**config.mk**
```make
export PLATFORM = sky130hd
export DESIGN_NAME = rvic_ctrl
export DESIGN_NICKNAME = d
export VERILOG_FILES = /design/src/hdl/rvic_pkg.sv /design/src/hdl/rvic_ctrl.sv
export VERILOG_INCLUDE_DIRS = /design/src /design/src/hdl
export SDC_FILE = /design/constraint.sdc
export NUM_CORES = 1
export LEC_CHECK = 0
export BUFFER_PORTS_ARGS = -buffer_cell sky130_fd_sc_hd__buf_2
export CORE_AREA = 3 3 48 50
export DETAILED_ROUTE_END_ITERATION = 10
export DIE_AREA = 0 0 51 53
export PLACE_DENSITY = 0.69
export SLEW_MARGIN = 20
export SYNTH_ARGS = -nofsm -noshare
export SYNTH_HDL_FRONTEND = slang
export SYNTH_SLANG_ARGS = --single-unit
export TNS_END_PERCENT = 5
```
**constraint.sdc**
```tcl
create_clock -name clk -period 3.1 [get_ports clk]
set_input_delay 0.31 -clock clk [delete_from_list [all_inputs] [get_ports clk]]
set_output_delay 0.31 -clock clk [all_outputs]
set_load 0.02 [all_outputs]
```
**src/hdl/retro_vm_instruction_core_top_assert.svh**
```systemverilog
// Assertion macros for the retro VM instruction core.
// Every macro samples on clk and is disabled while rst_n is low.
`ifndef RETRO_VM_INSTRUCTION_CORE_TOP_ASSERT_SVH
`define RETRO_VM_INSTRUCTION_CORE_TOP_ASSERT_SVH
`ifndef NO_ASSERTIONS
`define RVIC_ASSERT_IMP(lbl, ante, cons) \
    lbl: assert property (@(posedge clk) disable iff (!rst_n) (ante) |-> (cons)) \
        else $error("rvic assertion failed");
`define RVIC_ASSERT_NXT(lbl, ante, cons) \
    lbl: assert property (@(posedge clk) disable iff (!rst_n) (ante) |=> (cons)) \
        else $error("rvic assertion failed");
`else
`define RVIC_ASSERT_IMP(lbl, ante, cons)
`define RVIC_ASSERT_NXT(lbl, ante, cons)
`endif
`endif

```
**src/hdl/rvic_pkg.sv**
```systemverilog
package rvic_pkg;

    localparam int MemDepthDefault     = 4096;
    localparam int StackDepthDefault   = 16;
    localparam int ScreenHeightDefault = 32;
    localparam int FontBaseDefault     = 80;
    localparam int ProgramStartDefault = 512;
    localparam int ScreenWidth         = 64;
    localparam int FontLen             = 80;

    // item operations
    localparam logic [1:0] OPN_LOAD = 2'd0;
    localparam logic [1:0] OPN_EXEC = 2'd1;
    localparam logic [1:0] OPN_READ = 2'd2;

    // sequencer steps, also the controller state codes
    localparam int STEP_W = 5;
    localparam logic [STEP_W-1:0] STEP_CLEAR   = 5'd0;
    localparam logic [STEP_W-1:0] STEP_IDLE    = 5'd1;
    localparam logic [STEP_W-1:0] STEP_LOAD    = 5'd2;
    localparam logic [STEP_W-1:0] STEP_RROW    = 5'd3;
    localparam logic [STEP_W-1:0] STEP_RCAP    = 5'd4;
    localparam logic [STEP_W-1:0] STEP_F1      = 5'd5;
    localparam logic [STEP_W-1:0] STEP_F2      = 5'd6;
    localparam logic [STEP_W-1:0] STEP_F3      = 5'd7;
    localparam logic [STEP_W-1:0] STEP_F4      = 5'd8;
    localparam logic [STEP_W-1:0] STEP_F5      = 5'd9;
    localparam logic [STEP_W-1:0] STEP_EXEC    = 5'd10;
    localparam logic [STEP_W-1:0] STEP_FLAG2   = 5'd11;
    localparam logic [STEP_W-1:0] STEP_RET2    = 5'd12;
    localparam logic [STEP_W-1:0] STEP_DRAW_RD = 5'd13;
    localparam logic [STEP_W-1:0] STEP_DRAW_WR = 5'd14;
    localparam logic [STEP_W-1:0] STEP_DRAW_VF = 5'd15;
    localparam logic [STEP_W-1:0] STEP_BCD     = 5'd16;
    localparam logic [STEP_W-1:0] STEP_SAVE_RD = 5'd17;
    localparam logic [STEP_W-1:0] STEP_SAVE_WR = 5'd18;
    localparam logic [STEP_W-1:0] STEP_LDV_RD  = 5'd19;
    localparam logic [STEP_W-1:0] STEP_LDV_WR  = 5'd20;
    localparam logic [STEP_W-1:0] STEP_FIN     = 5'd21;
    localparam logic [STEP_W-1:0] STEP_DONE    = 5'd22;

    // opcode groups
    localparam logic [3:0] GRP_SYS  = 4'h0;
    localparam logic [3:0] GRP_JP   = 4'h1;
    localparam logic [3:0] GRP_CALL = 4'h2;
    localparam logic [3:0] GRP_SEB  = 4'h3;
    localparam logic [3:0] GRP_SNEB = 4'h4;
    localparam logic [3:0] GRP_SER  = 4'h5;
    localparam logic [3:0] GRP_LDB  = 4'h6;
    localparam logic [3:0] GRP_ADDB = 4'h7;
    localparam logic [3:0] GRP_ALU  = 4'h8;
    localparam logic [3:0] GRP_SNER = 4'h9;
    localparam logic [3:0] GRP_LDI  = 4'hA;
    localparam logic [3:0] GRP_JPV0 = 4'hB;
    localparam logic [3:0] GRP_RND  = 4'hC;
    localparam logic [3:0] GRP_DRW  = 4'hD;
    localparam logic [3:0] GRP_KEY  = 4'hE;
    localparam logic [3:0] GRP_MISC = 4'hF;

    localparam logic [15:0] OP_CLS = 16'h00E0;
    localparam logic [15:0] OP_RET = 16'h00EE;

    localparam logic [3:0] ALU_MOV = 4'h0;
    localparam logic [3:0] ALU_OR  = 4'h1;
    localparam logic [3:0] ALU_AND = 4'h2;
    localparam logic [3:0] ALU_XOR = 4'h3;
    localparam logic [3:0] ALU_ADD = 4'h4;
    localparam logic [3:0] ALU_SUB = 4'h5;
    localparam logic [3:0] ALU_SHR = 4'h6;
    localparam logic [3:0] ALU_SBN = 4'h7;
    localparam logic [3:0] ALU_SHL = 4'hE;

    localparam logic [7:0] KEY_DOWN = 8'h9E;
    localparam logic [7:0] KEY_UP   = 8'hA1;

    localparam logic [7:0] FX_GET_DT = 8'h07;
    localparam logic [7:0] FX_WAIT   = 8'h0A;
    localparam logic [7:0] FX_SET_DT = 8'h15;
    localparam logic [7:0] FX_SET_ST = 8'h18;
    localparam logic [7:0] FX_ADD_I  = 8'h1E;
    localparam logic [7:0] FX_FONT   = 8'h29;
    localparam logic [7:0] FX_BCD    = 8'h33;
    localparam logic [7:0] FX_SAVE   = 8'h55;
    localparam logic [7:0] FX_LOADV  = 8'h65;

    localparam logic [3:0] REG_VF = 4'hF;
    localparam logic [3:0] REG_V0 = 4'h0;

    localparam logic [7:0] FONT_ROM [FontLen] = '{
        8'hF0, 8'h90, 8'h90, 8'h90, 8'hF0, 8'h20, 8'h60, 8'h20, 8'h20, 8'h70,
        8'hF0, 8'h10, 8'hF0, 8'h80, 8'hF0, 8'hF0, 8'h10, 8'hF0, 8'h10, 8'hF0,
        8'h90, 8'h90, 8'hF0, 8'h10, 8'h10, 8'hF0, 8'h80, 8'hF0, 8'h10, 8'hF0,
        8'hF0, 8'h80, 8'hF0, 8'h90, 8'hF0, 8'hF0, 8'h10, 8'h20, 8'h40, 8'h40,
        8'hF0, 8'h90, 8'hF0, 8'h90, 8'hF0, 8'hF0, 8'h90, 8'hF0, 8'h10, 8'hF0,
        8'hF0, 8'h90, 8'hF0, 8'h90, 8'h90, 8'hE0, 8'h90, 8'hE0, 8'h90, 8'hE0,
        8'hF0, 8'h80, 8'h80, 8'h80, 8'hF0, 8'hE0, 8'h90, 8'h90, 8'h90, 8'hE0,
        8'hF0, 8'h80, 8'hF0, 8'h80, 8'hF0, 8'hF0, 8'h80, 8'hF0, 8'h80, 8'h80
    };

    typedef struct packed {
        logic [STEP_W-1:0] step;
        logic              accept;
        logic              publish;
    } ctl_cmd_t;

    typedef struct packed {
        logic        clear_last;
        logic [15:0] opcode;
        logic        draw_more;
        logic        cnt_is_x;
        logic        cnt_is_two;
    } dp_stat_t;

endpackage

```
**src/hdl/rvic_ctrl.sv**
```systemverilog
`include "retro_vm_instruction_core_top_assert.svh"
module rvic_ctrl
    import rvic_pkg::*;
(
    input  logic       clk,
    input  logic       rst_n,
    input  logic       cmd_valid,
    output logic       cmd_stall,
    input  logic [1:0] operation,
    output logic       rsp_valid,
    input  logic       rsp_stall,
    output ctl_cmd_t   cmd,
    input  dp_stat_t   status
);

    logic [STEP_W-1:0] state_reg, state_next;
    logic              out_valid_reg, out_valid_next;
    logic [3:0]        grp;
    logic [7:0]        kk;

    assign grp = status.opcode[15:12];
    assign kk  = status.opcode[7:0];

    always_comb
    begin
        state_next  = state_reg;
        cmd.step    = state_reg;
        cmd.accept  = 1'b0;
        cmd.publish = 1'b0;
        case (state_reg)
            STEP_CLEAR:
            begin
                if (status.clear_last)
                begin
                    state_next = STEP_IDLE;
                end
            end
            STEP_IDLE:
            begin
                if (cmd_valid)
                begin
                    cmd.accept = 1'b1;
                    case (operation)
                        OPN_LOAD: state_next = STEP_LOAD;
                        OPN_EXEC: state_next = STEP_F1;
                        OPN_READ: state_next = STEP_RROW;
                        default:  state_next = STEP_DONE;
                    endcase
                end
            end
            STEP_LOAD:    state_next = STEP_DONE;
            STEP_RROW:    state_next = STEP_RCAP;
            STEP_RCAP:    state_next = STEP_DONE;
            STEP_F1:      state_next = STEP_F2;
            STEP_F2:      state_next = STEP_F3;
            STEP_F3:      state_next = STEP_F4;
            STEP_F4:      state_next = STEP_F5;
            STEP_F5:      state_next = STEP_EXEC;
            STEP_EXEC:
            begin
                state_next = STEP_FIN;
                if (status.opcode == OP_RET)
                begin
                    state_next = STEP_RET2;
                end
                else if (grp == GRP_ALU && (status.opcode[3:0] inside
                         {ALU_ADD, ALU_SUB, ALU_SHR, ALU_SBN, ALU_SHL}))
                begin
                    state_next = STEP_FLAG2;
                end
                else if (grp == GRP_DRW)
                begin
                    state_next = STEP_DRAW_RD;
                end
                else if (grp == GRP_MISC && kk == FX_BCD)
                begin
                    state_next = STEP_BCD;
                end
                else if (grp == GRP_MISC && kk == FX_SAVE)
                begin
                    state_next = STEP_SAVE_RD;
                end
                else if (grp == GRP_MISC && kk == FX_LOADV)
                begin
                    state_next = STEP_LDV_RD;
                end
            end
            STEP_FLAG2:   state_next = STEP_FIN;
            STEP_RET2:    state_next = STEP_FIN;
            STEP_DRAW_RD: state_next = status.draw_more ? STEP_DRAW_WR : STEP_DRAW_VF;
            STEP_DRAW_WR: state_next = STEP_DRAW_RD;
            STEP_DRAW_VF: state_next = STEP_FIN;
            STEP_BCD:     state_next = status.cnt_is_two ? STEP_FIN : STEP_BCD;
            STEP_SAVE_RD: state_next = STEP_SAVE_WR;
            STEP_SAVE_WR: state_next = status.cnt_is_x ? STEP_FIN : STEP_SAVE_RD;
            STEP_LDV_RD:  state_next = STEP_LDV_WR;
            STEP_LDV_WR:  state_next = status.cnt_is_x ? STEP_FIN : STEP_LDV_RD;
            STEP_FIN:     state_next = STEP_DONE;
            STEP_DONE:
            begin
                if (!out_valid_reg || !rsp_stall)
                begin
                    cmd.publish = 1'b1;
                    state_next  = STEP_IDLE;
                end
            end
            default:      state_next = STEP_IDLE;
        endcase
    end

    always_comb
    begin
        out_valid_next = out_valid_reg;
        if (out_valid_reg && !rsp_stall)
        begin
            out_valid_next = 1'b0;
        end
        if (cmd.publish)
        begin
            out_valid_next = 1'b1;
        end
    end

    always_ff @(posedge clk or negedge rst_n)
    begin
        if (!rst_n)
        begin
            state_reg     <= STEP_CLEAR;
            out_valid_reg <= 1'b0;
        end
        else
        begin
            state_reg     <= state_next;
            out_valid_reg <= out_valid_next;
        end
    end

    assign cmd_stall = (state_reg != STEP_IDLE);
    assign rsp_valid = out_valid_reg;

    `RVIC_ASSERT_IMP(a_publish_room, cmd.publish, !out_valid_reg || !rsp_stall)
    `RVIC_ASSERT_NXT(a_accept_busy, cmd.accept, state_reg != STEP_IDLE)
    `RVIC_ASSERT_NXT(a_beat_drains, out_valid_reg && !rsp_stall && !cmd.publish, !out_valid_reg)

endmodule

```
# After elaboration in Yosys (flattened, before gate mapping)
# Index checks and enable logic that the tools add are counted.
# totals
latch_bits,0
register_bits,6
mem_bits_rw,0
wordCells,78
mem_count,0
rom_bits,0
# op_classes
n_eq_ne,40
reduce_logical,15
mux,21
magnitude_cmp,0
shift,0
multipliers,0
bitwise_logic,0
add_sub_neg,0
n_div,0
# ops
op,count
$pmux W5 S19,1
$eq A5 B4 Y1 const B,8
$eq A5 B5 Y1 const B,7
$mux W5,6
$eq A5 B3 Y1 const B,4
$mux W3,6
$eq A16 B8 Y1 const B,1
$eq A4 B3 Y1 const B,4
$eq A4 B4 Y1 const B,4
$eq A8 B7 Y1 const B,2
$pmux W5 S3,1
$eq A5 B2 Y1 const B,2
$eq A8 B6 Y1 const B,1
$mux W1,7
$ne A2 B2 Y1 const B,3
$reduce_or A3 Y1,2
$eq A5 B1 Y1 const B,1
$logic_and A1 B1 Y1,5
$logic_not A5 Y1,1
$ne A5 B1 Y1 const B,1
$reduce_bool A5 Y1,1
$reduce_and A3 Y1,1
$eq A2 B1 Y1 const B,1
$eq A2 B2 Y1 const B,1
4 further kinds,5

# Depth between registers and ports, before layout
# Gate-level depths: netlist of run 1.
# depth
word_depth,9
mapped_depth,6
mapped_depth_nobuf,6

# Worst setup path before layout of run 1
# OpenSTA, ideal clock, no wires.
# synth_timing
path_kind,reg2out
startpoint,register state_reg[3]
endpoint,output port cmd[1] in the netlist's numbering
stages_incl_launch_ff,5
path_slack_ps,1451
t_arrival_ps,1339
cell_sequence,dfrtp_1 > buf_2 > nor2_1 > nand2_1 > nor2_1
# synth_lines
item,line,rtl
"start, declared",rvic_ctrl.sv:16,"logic [STEP_W-1:0] state_reg, state_next;"
"start signal, assigned",rvic_ctrl.sv:133,state_reg <= state_next;
"end, declared",rvic_ctrl.sv:12,"output ctl_cmd_t cmd,"

==> summary.md, run 1 <==
| Metric | Value |
|---|---|
| Outcome | `completed` |
| Die area | `0.00270 mm2` |
| RSZ-0062 raised after global routing | `no` |
| Reg2reg start | `state_reg[0]$_DFFE_PN0P_` |
| Yosys Warn Count | `0` |
| Setup CP Type | `reg -> out` |
| Crit-path cells | `nor2b_1, nand3_1, a21oi_1, buf_2` |
| Top-Level Pins | `35` |
| Drt pass-1 iters | `4` |
| Area of the mapped netlist | `837 um2` |
| Number of port buffers | `34` |
| Clock Pin Slew Worst Setup and Hold Paths | `0.04 ns` |
| WHS Path Cells | `3` |
| Synthesis-to-layout area growth | `22.0%` |
| Number of synthesized flops with an enable pin | `0` |
| R2R Path End | `state_reg[2]$_DFFE_PN0P_` |
| PnR worst setup slack | `1.07 ns` |
| Clk root buf | `clkbuf_4` |
| DR vias/cell | `5.86` |
| CTS max path bufs | `2` |
| Die span in y | `53 um` |
| CP endpoint kind | `primary output` |
| Antenna Cells | `0` |
| Grt ovf | `0` |
| Chip width | `51 um` |
| H-tree depth | `1` |
| Tcrit/Tclk final | `0.654` |
| Total CTS buffers | `3` |
| Vias in the first global route | `852` |
| CP Launch Type | `flop` |
| Clk_lat worst skew | `0.25 ns` |
| Hold Path Class | `in -> reg` |
| VDD IR-drop max | `0.304 mV` |
| Slew HR | `0.655` |
| Layout net count | `172` |
| Largest net degree at the start of global routing | `19` |
| Reg2reg setup slack | `1.27 ns` |
| Placer congestion estimate | `0.852` |
| CP max stage cell | `dfrtp_1` |
| Sinks on Clock Net | `6` |
| Cells after Synth | `109` |
| Hpwl dp | `1720 um` |
| Sequential-to-total area share from yosys stat | `0.179` |
| Mapped Nets | `138` |
| Hold Crit Start | `rsp_stall` |
| Initial antenna violation count | `0` |
| Layout cell share with drive strength beyond 1 | `0.326` |
| Fill cell count | `198` |
| Finished Layout Cells | `168` |
| Most used DFF post-synth | `dfrtp_1` |
| First-pass GRT wire length | `3360 um` |
| Vias | `985` |
| Setup_tns | `0 ns` |
| Post-route antenna net violation count | `0` |
| CTS tree | `yes` |
| Core Rows | `16` |
| Placed cell count | `164` |
| Core footprint | `0.00194 mm2` |
| Count of final hold-check violations | `0` |
| Leakage | `0.434 nW` |
| Pwr/cell area | `772 mW/mm2` |
| Post-layout min period | `2.03 ns` |
| Final Max Slew Viols | `0` |
| Number of flip-flops under the largest register name | `5` |
| GRT Overall Usage | `0.159` |
| Avg Cell Area, Syn | `7.68 um2` |
| Post-Place Worst Slack | `1.28 ns` |
| Clk_skew | `0.00864 ns` |
| Crit path max fanout | `16` |
| Tot Pwr | `0.788 mW` |
| Final setup viols | `0` |
| Worst slew pin tran | `0.510 ns` |
| Setup bufs post-CTS | `0` |
| Asr flop ratio synth | `1.00` |
| CP arrival | `1.72 ns` |
| Starting density of the core | `0.431` |
| Iter 0 DRT Violations | `16` |
| WL final | `2140 um` |
| Worst reg2reg path depth | `5` |
| Post-CTS Hold Fix Bufs | `1` |
| Worst EP required | `2.79 ns` |
| DRC | `0` |
| Synth cell types | `45` |
| Slowest stage delay, CP | `0.63 ns` |
| CTS resizes | `0` |
| FMAX | `493 MHz` |
| Max-cap violations | `0` |
| Hold slack | `0.350 ns` |
| Synth Register Bits | `6` |
| WL/cell | `12.7 um` |
| Hold Path End | `rsp_valid$_DFFE_PN0P_` |
## stage by stage
step / utilization / instance area (um2)
floorplan: - / 837
detailed placement: 0.509 / 988
global route: 0.526 / 1020
CTS: 0.526 / 1020
finish: 0.526 / 1020
global placement: 0.509 / 988
## synth_stat cells, drive strengths merged, types with 3 or more instances
library cell / count / area [um2]
nand2: 8 / 30.0
nor2: 8 / 30.0
o21ai: 8 / 40.0
dfrtp: 6 / 150
inv: 6 / 22.5
nand3: 6 / 30.0
nor3: 6 / 40.0
a21oi: 5 / 25.0
a31oi: 5 / 46.3
nor2b: 5 / 31.3
buf: 3 / 17.5
clkbuf: 3 / 35.0
ha: 3 / 37.5
nand2b: 3 / 23.8
nand4: 3 / 18.8
## how the worst max path moves through the flow
stage | startpoint | slack, ns | end
2_1_floorplan | state_reg[3]$_DFFE_PN0P_ | 1.45 | cmd[1]
3_3_place_gp | state_reg[0]$_DFFE_PN0P_ | 1.36 | state_reg[2]$_DFFE_PN0P_
3_5_place_dp | state_reg[0]$_DFFE_PN0P_ | 1.28 | state_reg[2]$_DFFE_PN0P_
4_1_cts | state_reg[4]$_DFFE_PN0P_ | 1.07 | cmd[0]
5_1_grt | state_reg[4]$_DFFE_PN0P_ | 0.94 | cmd[0]
6_report | state_reg[4]$_DFFE_PN0P_ | 1.07 | cmd[0]
## logic make-up (layout without fill, tap and decap cells)
| kind of cell | after synthesis | after routing | synth area share |
|---|---|---|---|
| AND/OR/NAND/NOR | 50 | 50 | 0.351 |
| AO/OA/AOI/OAI | 36 | 36 | 0.314 |
| buffers and inverters | 12 | 44 | 0.0897 |
| flip-flops | 6 | 6 | 0.179 |
| adder cells (fa/ha/maj) | 3 | 3 | 0.0448 |
| XOR/XNOR | 2 | 2 | 0.0209 |
## cell usage in the layout, fill, tap and decap left out, drive strengths merged, types with 3 or more instances in the layout
master and instances:
ha 3, dfrtp 6, nor3 6, nand2 8, a21oi 5, nor2 8
nor2b 5, nand3 6, o21ai 8, inv 6, buf 34, a31oi 5
nand2b 3, clkbuf 3, nand4 3
## layout make-up
class	instances	area, um2	area share
multi-input cells	91	612	0.599
repair buffers	35	180	0.176
flip-flops and latches	6	150	0.147
well taps	27	33.8	0.0331
clock buffers	3	22.5	0.0221
inverters	6	22.5	0.0221
## worst max-delay path: cells and delay by family, from the launching register on
family                 cells  cell delay (ns)
AO/OA/AOI/OAI              1             0.18
flip-flops                 1             0.63
buffers and inverters      1             0.19
AND/OR/NAND/NOR            2             0.48
## metal layers
metal	vias up	part of all wire	global-route usage	wire length (um)
met5	-	0	0	0
li1	482	-	-	-
met2	40	0.52	0.283	1110
met4	0	0.0037	0.0628	8
met3	2	0.067	0.0310	144
met1	461	0.41	0.185	879
## power by group
part           internal, mW  switching, mW  leakage (nW)  total (mW)
Combinational         0.216          0.263         0.343       0.479
Sequential            0.112          0.124        0.0769       0.237
Clock                0.0438         0.0287        0.0138      0.0726
(Power assumes the default switching activity.)
==> run 2, diff against run 1 <==
--- a/config.mk
+++ b/config.mk
@@ -7,9 +7,9 @@
 export NUM_CORES = 1
 export LEC_CHECK = 0
 export BUFFER_PORTS_ARGS = -buffer_cell sky130_fd_sc_hd__buf_2
-export CORE_AREA = 3 3 48 50
+export CORE_AREA = 3 3 49 51
 export DETAILED_ROUTE_END_ITERATION = 10
-export DIE_AREA = 0 0 51 53
+export DIE_AREA = 0 0 52 54
 export PLACE_DENSITY = 0.69
 export SLEW_MARGIN = 20
 export SYNTH_ARGS = -nofsm -noshare
==> constraint.sdc (replaced) <==
create_clock -name clk -period 1.6 [get_ports clk]
set_input_delay 0.16 -clock clk [delete_from_list [all_inputs] [get_ports clk]]
set_output_delay 0.16 -clock clk [all_outputs]
set_load 0.02 [all_outputs]
==> summary.md, run 2 (same netlist as run 1, synthesis figures left out) <==
| Metric | Value |
|---|---|
| Outcome | `finished, violations left` |
| Violated checks | `setup timing` |
| Iter 0 DRT Violations | `31 (+15)` |
| CP arrival | `1.46 ns (-0.26 ns)` |
| Post-layout min period | `1.62 ns` |
| CTS tree | `yes` |
| Chip width | `52 um (+2.0%)` |
| Largest net degree at the start of global routing | `12 (-7)` |
| Top-Level Pins | `35 (unchanged)` |
| Final instance area | `0.00131 mm2 (+28%)` |
| Layout cell share with drive strength beyond 1 | `0.509 (+0.183)` |
| Core footprint | `0.00198 mm2 (+2.1%)` |
| Number of flip-flops under the largest register name | `5 (unchanged)` |
| Layout net count | `197 (+15%)` |
| CP endpoint kind | `primary output` |
| Tcrit/Tclk final | `1.01` |
| Logic pwr share | `0.779 (+0.171)` |
| Worst EP required | `1.44 ns (-1.35 ns)` |
| H-tree depth | `1 (unchanged)` |
| FMAX | `617 MHz` |
| WL/cell | `16.4 um (+29%)` |
| Leakage | `0.573 nW (+32%)` |
| Placer congestion estimate | `0.958 (+12%)` |
| Post-route antenna net violation count | `0 (unchanged)` |
| Core Rows | `16 (unchanged)` |
| Worst slew pin tran | `0.429 ns (-0.0810 ns)` |
| Sinks on Clock Net | `6 (unchanged)` |
| Most frequent cells in the layout | `buf_2 (32), buf_4 (21), nand2_1 (8)` |
| GRT Overall Usage | `0.219 (+0.0605)` |
| Clk_lat worst skew | `0.25 ns (about the same)` |
| Switch share | `0.485 (-0.0429)` |
| WL final | `3180 um (+49%)` |
| VDD IR-drop max | `0.697 mV (+130%)` |
| Antenna Cells | `0 (unchanged)` |
| Internal Pwr Total | `1.18 mW (+220%)` |
| RSZ-0062 raised after global routing | `yes` |
| Pwr/cell area | `1750 mW/mm2 (+130%)` |
| Grt ovf | `0 (unchanged)` |
| Met1 usage | `0.246 (+0.0605)` |
| CTS max path bufs | `2 (unchanged)` |
| Max-cap violations | `0 (unchanged)` |
| Starting density of the core | `0.422 (-0.00871)` |
| Setup CP Type | `reg -> out` |
| Clock network power share | `0.070 (-0.022)` |
| Hpwl dp | `2290 um (+33%)` |
| Gr busiest metal | `met2` |
| PnR worst setup slack | `-0.0198 ns (-1.09 ns)` |
| Clk root buf | `clkbuf_4` |
| Drt pass-1 iters | `4 (unchanged)` |
| Vias | `1,161 (+18%)` |
| Total CTS buffers | `3 (unchanged)` |
| Commonest non-fill, non-tap cell in the layout | `buf_2` |
| Slew HR | `0.713 (+0.0581)` |
| Vias in the first global route | `1,027 (+21%)` |
| Sequential Power Share | `0.151 (-0.149)` |
| GRT met2 Usage | `0.433 (+0.150)` |
| Hold Path Class | `in -> reg` |
| Clk_skew | `0.00678 ns (-0.00186 ns)` |
| DR vias/cell | `5.98 (+2.1%)` |
| Count of final hold-check violations | `0 (unchanged)` |
| Clock Pin Slew Worst Setup and Hold Paths | `0.05 ns (about the same)` |
| Grt met3 use | `0.0305 (-0.000515)` |
| Initial antenna violation count | `0 (unchanged)` |
| DRC | `0 (unchanged)` |
| Area post-placement | `0.00109 mm2 (+10%)` |
| Final setup viols | `3 (+3)` |
| Die area | `0.00281 mm2 (+3.9%)` |
| Die span in y | `54 um (+1.9%)` |
| First-pass GRT wire length | `4660 um (+39%)` |
| Synthesis-to-layout area growth | `56.2%` |
| Final Max Slew Viols | `0 (unchanged)` |
| Core Util, Final | `0.660 (+0.134)` |
| CP Launch Type | `flop` |
| Hold slack | `0.254 ns (-0.0961 ns)` |
| Switch Pwr | `1.11 mW (+170%)` |
| Crit path max fanout | `6 (-10)` |
| Number of port buffers | `34 (unchanged)` |
[run 2: changes by cell type in the layout (fill, tap and decap cells not counted), sizes merged]
cell and delta:
buf +24, clkbuf +2
[run 2: final timing paths]
kind	start	endpoint	slack, ns	cells past startpoint
min in group asynchronous	rst_n	state_reg[1]$_DFFE_PN0P_	0.29	2
max in group asynchronous	rst_n	state_reg[4]$_DFFE_PN0P_	1.14	2
min	rsp_stall	rsp_valid$_DFFE_PN0P_	0.25	3
max	state_reg[0]$_DFFE_PN0P_	cmd[0]	-0.02	5
min reg2reg	rsp_valid$_DFFE_PN0P_	rsp_valid$_DFFE_PN0P_	0.67	2
max reg2reg	state_reg[4]$_DFFE_PN0P_	state_reg[0]$_DFFE_PN0P_	-0.01	6
[run 2: power groups by stage]
stage	sequential (mW)	clock, mW	combinational (mW)
6_report	0.344	0.160	1.78
5_1_grt	0.356	0.167	1.88
4_1_cts	0.325	0.157	1.41
3_5_place_dp	0.325	0	1.33
3_3_place_gp	0.316	0	1.31
2_1_floorplan	0.390	0	0.793
[run 2: critical path, stage by stage (launching register included)]
cell	delay, ns
dfrtp_2	0.42
buf_6	0.14
and2b_2	0.28
nand3_4	0.10
a21oi_2	0.13
buf_6	0.13
[run 2: what timing repair did]
action / 4_1_cts / 5_1_grt
setup endpoints to repair: 4 / 7
gates resized for setup: 9 / 17
hold endpoints to repair: 6 / 0
buffers inserted: 1 / 11
hold buffers: 1 / 0
pin swaps: 3 / 9
[run 2: per-stage QoR]
stage          setup WS (ns)  power [mW]  cells  setup TNS, ns
3_5_place_dp         -0.0144        1.66    177        -0.0144
4_1_cts              -0.0162        1.89    183        -0.0213
2_1_floorplan         0.0128        1.18    109              0
6_report             -0.0198        2.28    194        -0.0406
3_3_place_gp         0.00769        1.62    177              0
5_1_grt              -0.0635        2.41    194         -0.270
[run 2: final cells by class]
class / instances / area [um2]
clock buffers: 4 / 26.3
fillers: 150 / 674
inverters: 6 / 22.5
multi-input cells: 91 / 681
flip-flops and latches: 6 / 155
well taps: 27 / 33.8
repair buffers: 60 / 389
[run 2: per-layer routing]
metal | vias to the layer above | wire [um]
li1 | 535 | -
met2 | 74 | 1670
met5 | - | 0
met3 | 12 | 259
met4 | 0 | 81
met1 | 540 | 1170
